**config.mk**
```make
export PLATFORM = sky130hd
export DESIGN_NAME = detection_stabilizer_ema_hold_unit
export DESIGN_NICKNAME = d
export VERILOG_FILES = /design/src/rtl/dse_pkg.sv /design/src/rtl/dse_cfg.sv /design/src/rtl/dse_track.sv /design/src/rtl/detection_stabilizer_ema_hold_unit.sv
export SDC_FILE = /design/constraint.sdc
export NUM_CORES = 2
export LEC_CHECK = 0
export BUFFER_PORTS_ARGS = -buffer_cell sky130_fd_sc_hd__buf_2
export CORE_ASPECT_RATIO = 1.75
export CORE_UTILIZATION = 35
export CTS_BUF_LIST = sky130_fd_sc_hd__clkbuf_4
export CTS_CLUSTER_SIZE = 14
export DETAILED_ROUTE_END_ITERATION = 8
export SLEW_MARGIN = 20
export SYNTH_ARGS = -nofsm -noshare
export SYNTH_HDL_FRONTEND = slang
export SYNTH_SLANG_ARGS = --single-unit
export TNS_END_PERCENT = 1
```
**constraint.sdc**
```tcl
create_clock -name clk -period 10.9 [get_ports clk]
set_input_delay 2.18 -clock clk [delete_from_list [all_inputs] [get_ports clk]]
set_output_delay 2.18 -clock clk [all_outputs]
set_load 0.02 [all_outputs]
```
**src/rtl/dse_pkg.sv**
```systemverilog
// ----------------------------------------------------------------------------
// dse_pkg
// Types, constants and arithmetic helpers of the detection stabilizer.
// ----------------------------------------------------------------------------
package dse_pkg;

  localparam int SCORE_BITS = 16;
  localparam int COORD_BITS = 16;
  localparam int COUNT_BITS = 8;
  localparam int KIND_BITS  = 3;
  localparam int NEED_BITS  = 2;
  localparam int IDX_BITS   = 3;
  localparam int CFG_BITS   = SCORE_BITS + 1;

  localparam longint ONE_Q_INT = longint'(1) << SCORE_BITS;

  localparam logic [SCORE_BITS:0]   ONE_Q      = (SCORE_BITS+1)'(ONE_Q_INT);
  localparam logic [SCORE_BITS:0]   WEIGHT_MIN = (SCORE_BITS+1)'((ONE_Q_INT * 5 + 50) / 100);
  localparam logic [SCORE_BITS-1:0] FLOOR_MIN  = SCORE_BITS'((ONE_Q_INT * 5 + 50) / 100);
  localparam logic [SCORE_BITS-1:0] FLOOR_MAX  = SCORE_BITS'((ONE_Q_INT * 95 + 50) / 100);
  localparam logic [SCORE_BITS-1:0] DECAY_Q    = SCORE_BITS'((ONE_Q_INT * 85 + 50) / 100);

  localparam logic [COUNT_BITS-1:0] COUNT_MAX   = {COUNT_BITS{1'b1}};
  localparam logic [NEED_BITS-1:0]  PENDING_MAX = {NEED_BITS{1'b1}};
  localparam logic [NEED_BITS-1:0]  NEED_MIN    = NEED_BITS'(2);
  localparam logic [COORD_BITS-1:0] COORD_SIGN  = {1'b1, {(COORD_BITS-1){1'b0}}};

  localparam logic [KIND_BITS-1:0] KIND_NONE  = KIND_BITS'(0);
  localparam logic [KIND_BITS-1:0] KIND_CROSS = KIND_BITS'(1);
  localparam logic [KIND_BITS-1:0] KIND_TEE   = KIND_BITS'(2);
  localparam logic [KIND_BITS-1:0] KIND_ELL   = KIND_BITS'(3);

  // configuration register indexes
  localparam logic [IDX_BITS-1:0] REG_FILTER_ON   = IDX_BITS'(0);
  localparam logic [IDX_BITS-1:0] REG_EMA_WEIGHT  = IDX_BITS'(1);
  localparam logic [IDX_BITS-1:0] REG_HOLD_LIMIT  = IDX_BITS'(2);
  localparam logic [IDX_BITS-1:0] REG_REACQUIRE   = IDX_BITS'(3);
  localparam logic [IDX_BITS-1:0] REG_SCORE_FLOOR = IDX_BITS'(4);

  // stream packing
  localparam int IN_DATA_BITS  = 1 + SCORE_BITS + 2 * COORD_BITS;
  localparam int IN_TDATA_BITS = ((IN_DATA_BITS + 7) / 8) * 8;
  localparam int OUT_DATA_BITS = 1 + SCORE_BITS + 2 * COORD_BITS + 2 + COUNT_BITS + 1;
  localparam int OUT_TDATA_BITS = ((OUT_DATA_BITS + 7) / 8) * 8;
  localparam int TUSER_BITS    = ((KIND_BITS + 7) / 8) * 8;

  typedef struct packed {
    logic                  valid;
    logic [KIND_BITS-1:0]  kind;
    logic [SCORE_BITS-1:0] score;
    logic [COORD_BITS-1:0] x;
    logic [COORD_BITS-1:0] y;
  } item_t;

  typedef struct packed {
    logic                  valid;
    logic [KIND_BITS-1:0]  kind;
    logic [SCORE_BITS-1:0] score;
    logic [COORD_BITS-1:0] x;
    logic [COORD_BITS-1:0] y;
    logic                  stable;
    logic                  held;
    logic [COUNT_BITS-1:0] run_length;
    logic                  is_junction;
  } result_t;

  // clamped configuration as seen by the tracker
  typedef struct packed {
    logic                  filter_on;
    logic [SCORE_BITS:0]   weight;
    logic [COUNT_BITS-1:0] hold_limit;
    logic [NEED_BITS-1:0]  need;
    logic [SCORE_BITS-1:0] floor;
  } cfg_t;

  function automatic logic junction(input logic [KIND_BITS-1:0] kind);
    return (kind == KIND_CROSS) || (kind == KIND_TEE) || (kind == KIND_ELL);
  endfunction

  // old*(1-w) + neu*w rounded half up, written as old + round((neu-old)*w)
  function automatic logic [SCORE_BITS-1:0] blend(input logic [SCORE_BITS-1:0] old_v,
                                                  input logic [SCORE_BITS-1:0] neu_v,
                                                  input logic [SCORE_BITS:0]   w);
    logic signed [SCORE_BITS:0]       diff;
    logic signed [2*SCORE_BITS+2:0]   d_ext;
    logic signed [2*SCORE_BITS+2:0]   w_ext;
    logic signed [2*SCORE_BITS+2:0]   prod;
    logic signed [2*SCORE_BITS+2:0]   step;
    diff  = $signed({1'b0, neu_v}) - $signed({1'b0, old_v});
    d_ext = {{(SCORE_BITS+2){diff[SCORE_BITS]}}, diff};
    w_ext = {{(SCORE_BITS+2){1'b0}}, w};
    prod  = d_ext * w_ext;
    step  = (prod + $signed({{(SCORE_BITS+2){1'b0}}, ONE_Q >> 1})) >>> SCORE_BITS;
    return old_v + step[SCORE_BITS-1:0];
  endfunction

  function automatic logic [SCORE_BITS-1:0] decay(input logic [SCORE_BITS-1:0] s);
    logic [2*SCORE_BITS-1:0] prod;
    prod = {{SCORE_BITS{1'b0}}, s} * {{SCORE_BITS{1'b0}}, DECAY_Q};
    return prod[2*SCORE_BITS-1:SCORE_BITS];
  endfunction

endpackage

```
**src/rtl/dse_cfg.sv**
```systemverilog
// ----------------------------------------------------------------------------
// dse_cfg
// Configuration registers with range clamping applied on the read side.
// ----------------------------------------------------------------------------
module dse_cfg (
  input  logic                           clk,
  input  logic                           rst,
  input  logic                           wr_en,
  input  logic [dse_pkg::IDX_BITS-1:0]   wr_index,
  input  logic [dse_pkg::CFG_BITS-1:0]   wr_data,
  output dse_pkg::cfg_t                  cfg
);
  import dse_pkg::*;

  logic                  filter_on;
  logic [SCORE_BITS:0]   ema_weight;
  logic [COUNT_BITS-1:0] hold_limit;
  logic [NEED_BITS-1:0]  reacquire_count;
  logic [SCORE_BITS-1:0] score_floor;

  always_ff @(posedge clk) begin
    if (rst) begin
      filter_on       <= 1'b1;
      ema_weight      <= (SCORE_BITS+1)'(22938);
      hold_limit      <= COUNT_BITS'(5);
      reacquire_count <= NEED_BITS'(2);
      score_floor     <= SCORE_BITS'(32768);
    end else if (wr_en) begin
      case (wr_index)
        REG_FILTER_ON:   filter_on       <= wr_data[0];
        REG_EMA_WEIGHT:  ema_weight      <= wr_data[SCORE_BITS:0];
        REG_HOLD_LIMIT:  hold_limit      <= wr_data[COUNT_BITS-1:0];
        REG_REACQUIRE:   reacquire_count <= wr_data[NEED_BITS-1:0];
        REG_SCORE_FLOOR: score_floor     <= wr_data[SCORE_BITS-1:0];
        default: ;
      endcase
    end
  end

  always_comb begin
    cfg.filter_on  = filter_on;
    cfg.hold_limit = hold_limit;
    if (ema_weight < WEIGHT_MIN)  cfg.weight = WEIGHT_MIN;
    else if (ema_weight > ONE_Q)  cfg.weight = ONE_Q;
    else                          cfg.weight = ema_weight;
    if (score_floor < FLOOR_MIN)      cfg.floor = FLOOR_MIN;
    else if (score_floor > FLOOR_MAX) cfg.floor = FLOOR_MAX;
    else                              cfg.floor = score_floor;
    cfg.need = (reacquire_count < NEED_MIN) ? NEED_MIN : reacquire_count;
  end

endmodule

```
**src/rtl/dse_track.sv**
```systemverilog
// ----------------------------------------------------------------------------
// dse_track
// Track state and the single-pass update: acceptance, kind reacquire,
// EMA blend, miss hold with decay, and pass-through.
// ----------------------------------------------------------------------------
module dse_track (
  input  logic             clk,
  input  logic             rst,
  input  logic             en,
  input  dse_pkg::item_t   item,
  input  dse_pkg::cfg_t    cfg,
  output dse_pkg::result_t res
);
  import dse_pkg::*;

  logic                  have_track,    have_track_next;
  logic [KIND_BITS-1:0]  track_kind,    track_kind_next;
  logic [SCORE_BITS-1:0] track_score,   track_score_next;
  logic [COORD_BITS-1:0] track_x,       track_x_next;
  logic [COORD_BITS-1:0] track_y,       track_y_next;
  logic [SCORE_BITS-1:0] decayed_score, decayed_score_next;
  logic [KIND_BITS-1:0]  pending_kind,  pending_kind_next;
  logic [NEED_BITS-1:0]  pending_count, pending_count_next;
  logic [COUNT_BITS-1:0] stable_count,  stable_count_next;
  logic [COUNT_BITS-1:0] miss_count,    miss_count_next;

  logic                  accept;
  logic [SCORE_BITS-1:0] blend_s;
  logic [COORD_BITS-1:0] blend_x;
  logic [COORD_BITS-1:0] blend_y;
  logic [SCORE_BITS-1:0] decay_s;

  assign accept  = item.valid && (item.kind != KIND_NONE) && (item.score >= cfg.floor);
  assign blend_s = blend(track_score, item.score, cfg.weight);
  // coordinates blend in offset binary
  assign blend_x = blend(track_x ^ COORD_SIGN, item.x ^ COORD_SIGN, cfg.weight) ^ COORD_SIGN;
  assign blend_y = blend(track_y ^ COORD_SIGN, item.y ^ COORD_SIGN, cfg.weight) ^ COORD_SIGN;
  assign decay_s = decay((miss_count == '0) ? track_score : decayed_score);

  always_comb begin
    have_track_next    = have_track;
    track_kind_next    = track_kind;
    track_score_next   = track_score;
    track_x_next       = track_x;
    track_y_next       = track_y;
    decayed_score_next = decayed_score;
    pending_kind_next  = pending_kind;
    pending_count_next = pending_count;
    stable_count_next  = stable_count;
    miss_count_next    = miss_count;

    res.valid      = item.valid;
    res.kind       = item.kind;
    res.score      = item.score;
    res.x          = item.x;
    res.y          = item.y;
    res.stable     = 1'b0;
    res.held       = 1'b0;
    res.run_length = '0;

    if (!cfg.filter_on) begin
      res.stable     = item.valid;
      res.run_length = {{(COUNT_BITS-1){1'b0}}, item.valid};
    end else if (!accept) begin
      pending_kind_next  = KIND_NONE;
      pending_count_next = '0;
      if (have_track && (miss_count < cfg.hold_limit)) begin
        decayed_score_next = decay_s;
        miss_count_next    = miss_count + COUNT_BITS'(1);
        res.valid      = 1'b1;
        res.kind       = track_kind;
        res.score      = decay_s;
        res.x          = track_x;
        res.y          = track_y;
        res.stable     = 1'b1;
        res.held       = 1'b1;
        res.run_length = stable_count;
      end else begin
        have_track_next    = 1'b0;
        track_kind_next    = KIND_NONE;
        track_score_next   = '0;
        track_x_next       = '0;
        track_y_next       = '0;
        decayed_score_next = '0;
        stable_count_next  = '0;
        miss_count_next    = '0;
      end
    end else if (!have_track) begin
      // first accept starts the track from the raw detection
      miss_count_next    = '0;
      have_track_next    = 1'b1;
      stable_count_next  = COUNT_BITS'(1);
      pending_kind_next  = KIND_NONE;
      pending_count_next = '0;
      track_kind_next    = item.kind;
      track_score_next   = item.score;
      track_x_next       = item.x;
      track_y_next       = item.y;
      res.valid          = 1'b1;
      res.run_length     = COUNT_BITS'(1);
    end else begin
      miss_count_next = '0;
      if (item.kind == track_kind) begin
        if (stable_count < COUNT_MAX) stable_count_next = stable_count + COUNT_BITS'(1);
        pending_kind_next  = KIND_NONE;
        pending_count_next = '0;
      end else begin
        if (pending_kind == item.kind) begin
          pending_count_next = (pending_count < PENDING_MAX) ?
                               pending_count + NEED_BITS'(1) : pending_count;
        end else begin
          pending_kind_next  = item.kind;
          pending_count_next = NEED_BITS'(1);
        end
        if (pending_count_next >= cfg.need) begin
          track_kind_next    = item.kind;
          stable_count_next  = {{(COUNT_BITS-NEED_BITS){1'b0}}, pending_count_next};
          pending_kind_next  = KIND_NONE;
          pending_count_next = '0;
        end
      end
      track_score_next = blend_s;
      track_x_next     = blend_x;
      track_y_next     = blend_y;
      res.valid        = 1'b1;
      res.kind         = track_kind_next;
      res.score        = blend_s;
      res.x            = blend_x;
      res.y            = blend_y;
      res.stable       = stable_count_next >= {{(COUNT_BITS-NEED_BITS){1'b0}}, cfg.need};
      res.run_length   = stable_count_next;
    end

    res.is_junction = junction(res.kind);
  end

  always_ff @(posedge clk) begin
    if (rst) begin
      have_track    <= 1'b0;
      track_kind    <= KIND_NONE;
      track_score   <= '0;
      track_x       <= '0;
      track_y       <= '0;
      decayed_score <= '0;
      pending_kind  <= KIND_NONE;
      pending_count <= '0;
      stable_count  <= '0;
      miss_count    <= '0;
    end else if (en) begin
      have_track    <= have_track_next;
      track_kind    <= track_kind_next;
      track_score   <= track_score_next;
      track_x       <= track_x_next;
      track_y       <= track_y_next;
      decayed_score <= decayed_score_next;
      pending_kind  <= pending_kind_next;
      pending_count <= pending_count_next;
      stable_count  <= stable_count_next;
      miss_count    <= miss_count_next;
    end
  end

endmodule

```
**src/rtl/detection_stabilizer_ema_hold_unit.sv**
```systemverilog
// ----------------------------------------------------------------------------
// detection_stabilizer_ema_hold_unit
// Per-frame detection stabilizer: EMA smoothing, kind reacquire, miss hold.
//
//   channel  dir  handshake             payload
//   s_*      in   s_tvalid / s_tready   s_tdata, s_tuser (raw detection)
//   m_*      out  m_tvalid / m_tready   m_tdata, m_tuser (stable detection)
//   cfg_*    in   cfg_valid / cfg_ready cfg_index, cfg_data
//
// A transaction passes the input register, then the result register; one
// transaction per cycle while m_tready is high, set by the single-pass
// update between the two. Reset clears the track and loads register
// defaults. A stalled m_* side holds its result; the input register still
// advances when the result register is empty or taken. cfg_ready is high.
// ----------------------------------------------------------------------------
module detection_stabilizer_ema_hold_unit (
  input  logic                                  clk,
  input  logic                                  rst,
  input  logic                                  s_tvalid,
  output logic                                  s_tready,
  // [0] in_valid, [16:1] in_score, [32:17] in_x, [48:33] in_y, zero pad
  input  logic [dse_pkg::IN_TDATA_BITS-1:0]     s_tdata,
  // [2:0] in_kind, zero pad
  input  logic [dse_pkg::TUSER_BITS-1:0]        s_tuser,
  output logic                                  m_tvalid,
  input  logic                                  m_tready,
  // [0] out_valid, [16:1] out_score, [32:17] out_x, [48:33] out_y,
  // [49] out_stable, [50] out_held, [58:51] run_length, [59] is_junction
  output logic [dse_pkg::OUT_TDATA_BITS-1:0]    m_tdata,
  // [2:0] out_kind, zero pad
  output logic [dse_pkg::TUSER_BITS-1:0]        m_tuser,
  input  logic                                  cfg_valid,
  output logic                                  cfg_ready,
  input  logic [dse_pkg::IDX_BITS-1:0]          cfg_index,
  input  logic [dse_pkg::CFG_BITS-1:0]          cfg_data
);
  import dse_pkg::*;

  item_t   in_item;
  item_t   stage;
  logic    stage_valid;
  logic    advance;
  cfg_t    cfg;
  result_t step_res;
  result_t out_res;

  assign cfg_ready = 1'b1;

  assign in_item.valid = s_tdata[0];
  assign in_item.score = s_tdata[SCORE_BITS:1];
  assign in_item.x     = s_tdata[SCORE_BITS+COORD_BITS:SCORE_BITS+1];
  assign in_item.y     = s_tdata[SCORE_BITS+2*COORD_BITS:SCORE_BITS+COORD_BITS+1];
  assign in_item.kind  = s_tuser[KIND_BITS-1:0];

  assign advance  = stage_valid && (!m_tvalid || m_tready);
  assign s_tready = !stage_valid || advance;

  always_ff @(posedge clk) begin
    if (rst) begin
      stage_valid <= 1'b0;
    end else if (s_tready) begin
      stage_valid <= s_tvalid;
    end
  end

  always_ff @(posedge clk) begin
    if (s_tvalid && s_tready) begin
      stage <= in_item;
    end
  end

  dse_cfg u_cfg (
    .clk      (clk),
    .rst      (rst),
    .wr_en    (cfg_valid && cfg_ready),
    .wr_index (cfg_index),
    .wr_data  (cfg_data),
    .cfg      (cfg)
  );

  dse_track u_track (
    .clk  (clk),
    .rst  (rst),
    .en   (advance),
    .item (stage),
    .cfg  (cfg),
    .res  (step_res)
  );

  always_ff @(posedge clk) begin
    if (rst) begin
      m_tvalid <= 1'b0;
    end else if (advance) begin
      m_tvalid <= 1'b1;
    end else if (m_tready) begin
      m_tvalid <= 1'b0;
    end
  end

  always_ff @(posedge clk) begin
    if (advance) begin
      out_res <= step_res;
    end
  end

  assign m_tdata = OUT_TDATA_BITS'({out_res.is_junction, out_res.run_length, out_res.held,
                                    out_res.stable, out_res.y, out_res.x, out_res.score,
                                    out_res.valid});
  assign m_tuser = TUSER_BITS'(out_res.kind);

endmodule
```
==> out/metrics.cfg <==
[clock_network]
holdBufCountCts = 0
cts_num_sinks = 250
insertion_delay_ns = 0.80
path_clk_slew_ns = 0.08
ctsLongestPathBuffers = 3
h-tree-depth = 2
root_buffer = clkbuf_4
cts_tree = built
cts_buffers = 50

[worst_setup_path]
critPathMaxFanout = 4
max_stage_delay_ns = 0.54
crit_slowest_cell = fa_1
crit_buf_inv = 5
critPathKind = flip-flop to flip-flop
reg2reg_setup_slack_ns = 0.49
worstPathRequired_ns = 11.52
cp_top_family = adder cells
crit_path_start_kind = flip-flop
critPathArrivalTime_ns = 11.03
cp_common_cell = fa_1
worst_setup_path_end_kind = flip-flop

[synth]
synth_area_per_cell_um2 = 8.59
synthDistinctLibCells = 92
async_reset_ff_share_pct = 0
yosys_register_bits = 250
synth-edff-count = 115
synth_cells = 5485
ys_seq_area_share_pct = 13.1
syn_area_um2 = 47100
synthFlopType = dfxtp_1
synth_warnings = 0

[cells_and_area]
layout-drive-gt1-share_pct = 8.54
syn_to_final_growth_pct = 9.16
final-instance-count-excl-fill = 7469
final_common_cell = inv_1
final_cell_area_um2 = 51400
layout_common_cells = inv_1 (1199), fa_1 (760), nor2_1 (654), nand2_1 (583), ha_1 (566)
nNetsFinal = 7053

[detailed_routing]
num_vias = 38200
drtPass1Iterations = 8
wl_mm = 140
drc = 0
via_per_inst = 5.12
ant_nets = 0
drt_iter0_drc = 2172
wl_per_cell_um = 18.8

[place]
place_ws_ns = 0.0229
dpl_cell_area_um2 = 50600
place_inst = 7372
dp_hpwl_mm = 117
port_buffers = 141
gp_congestion = 0.955

[floorplanning]
die_h_um = 487
start_util_pct = 35.3
die_w_um = 279
io_pins = 164
die-area_um2 = 136000
fp-row-count = 177
core_um2 = 133000

[timing]
holdWs_ns = 0.453
rsz0062_at_grt = yes
hold_viol = 0
worst-slew-pin-transition_ns = 1.08
finalCriticalPeriod_ns = 10.41
worst_slew_margin_rel_pct = 27.5
worst_slack_ns = 0.489
slew_violations = 0
fin_crit_sh_pct = 95.5
final.setup_skew_ns = 0.0561
finalSetupViolations = 0
fmaxAchievable_mhz = 96.1

[grt]
grt_use_total_pct = 21.1
met1_usage_pct = 22.2
grt_pass1_vias = 41200
grt-ovfl-total = 0
grt_max_degree = 65
use_met3_pct = 1.22
grt_pass1_wl_mm = 223
grt_use_met2_pct = 39.7
grt.busiest_layer = met2
antenna_found_initial = 1

[run_status]
status = finished clean

[run]
max-cap-violations = 0

[min_path]
hp-class = flip-flop to flip-flop

## worst register-to-register path: cells and delay by family (launching register included)
family                     cells  cell delay (ns)
AOI/OAI and AO/OA             15             2.72
xor gates and xnor gates       3             0.75
DFF                            1             0.47
adders and majority gates      9             4.13
buffers and inverters          5             0.48
and+or+nand+nor               10             1.71
## final cells by class
class                      count  area, µm²
sequential                   250       6160
multi-input combinational   3832      35900
inverter                    1203       4520
timing repair buffer         299       1960
fill                       13800      81900
antenna                        1       2.50
clock buffer                  76        571
tap                         1790       2240
clock inverter                18        104
## worst paths after layout
kind / cells after the start / start / end
setup / recovery: 42 / stage[33]$_DFFE_PP_ / m_tdata[16]$_DFFE_PP_
hold / removal: 2 / u_track.decayed_score[10]$_SDFFE_PP0P_ / u_track.decayed_score[10]$_SDFFE_PP0P_
setup reg to reg: 42 / stage[33]$_DFFE_PP_ / m_tdata[16]$_DFFE_PP_
hold reg to reg: 2 / u_track.decayed_score[10]$_SDFFE_PP0P_ / u_track.decayed_score[10]$_SDFFE_PP0P_
## flip-flops by register name, indices dropped and copies added, names as in the netlist
register / count
m_tdata: 60
stage: 52
u_cfg.ema_weight: 17
u_cfg.score_floor: 16
u_track.decayed_score: 16
u_track.track_score: 16
u_track.track_x: 16
u_track.track_y: 16
u_cfg.hold_limit: 8
u_track.miss_count: 8
u_track.stable_count: 8
m_tuser: 3
u_track.pending_kind: 3
u_track.track_kind: 3
u_cfg.reacquire_count: 2
u_track.pending_count: 2
m_tvalid: 1
stage_valid: 1
u_cfg.filter_on: 1
u_track.have_track: 1
## cell usage after synthesis (16+ instances only)
library cell | count | area [µm²]
o22ai_1 | 34 | 213
nand4_1 | 23 | 144
nor2_1 | 657 | 2470
fa_1 | 761 | 15200
and3_1 | 20 | 125
o21ai_1 | 29 | 145
mux2i_1 | 26 | 260
o21bai_1 | 16 | 120
a22oi_1 | 43 | 323
and2_1 | 45 | 282
edfxtp_1 | 115 | 3450
dfxtp_1 | 135 | 2700
ha_1 | 567 | 7090
o21a_1 | 23 | 173
nand2_1 | 583 | 2190
or2_2 | 22 | 138
nor2b_1 | 30 | 188
nand2b_1 | 50 | 313
nand3_1 | 55 | 275
xnor2_1 | 112 | 981
or3_1 | 22 | 138
nor3_1 | 39 | 195
a21oi_1 | 214 | 1070
a21o_1 | 60 | 450
clkbuf_1 | 186 | 698
mux2_2 | 19 | 214
xor2_1 | 68 | 596
inv_1 | 1199 | 4500
o21ai_0 | 90 | 450
## repair_timing
| action | 4_1_cts | 5_1_grt |
|---|---|---|
| buffers inserted | 0 | 2 |
| hold endpoints to repair | 0 | 0 |
| resized for setup | 0 | 26 |
| setup endpoints to repair | 0 | 29 |
## metal layers
layer	wire length, µm	vias up
met2	74200	1241
li1	-	17400
met3	5400	455
met5	0	-
met1	49600	19100
met4	11200	0
## per-stage QoR
step	setup TNS, ns	utilization (%)
after floorplan	0	-
after detailed placement	0	37.9
after CTS	0	38.4
after global placement	0	37.9
final	0	38.6
after global routing	-0.103	38.6
## cell families (layout without fill, tap and decap cells)
kind of cell / after synthesis / in the layout / share of synthesized area [%]
other: 2 / 11 / 0.0159
multiplexers: 45 / 45 / 1.01
AND/OR/NAND/NOR: 1597 / 1597 / 14.6
XOR/XNOR: 181 / 181 / 3.39
adder cells (fa/ha/maj): 1328 / 1328 / 47.4
buffers and inverters: 1411 / 1596 / 11.3
AO/OA/AOI/OAI: 671 / 671 / 9.18
flip-flops: 250 / 250 / 13.1
Power is left out: the tool's default activity adds up to more than one toggle a clock period on the data nets, which glitch-free logic cannot reach.
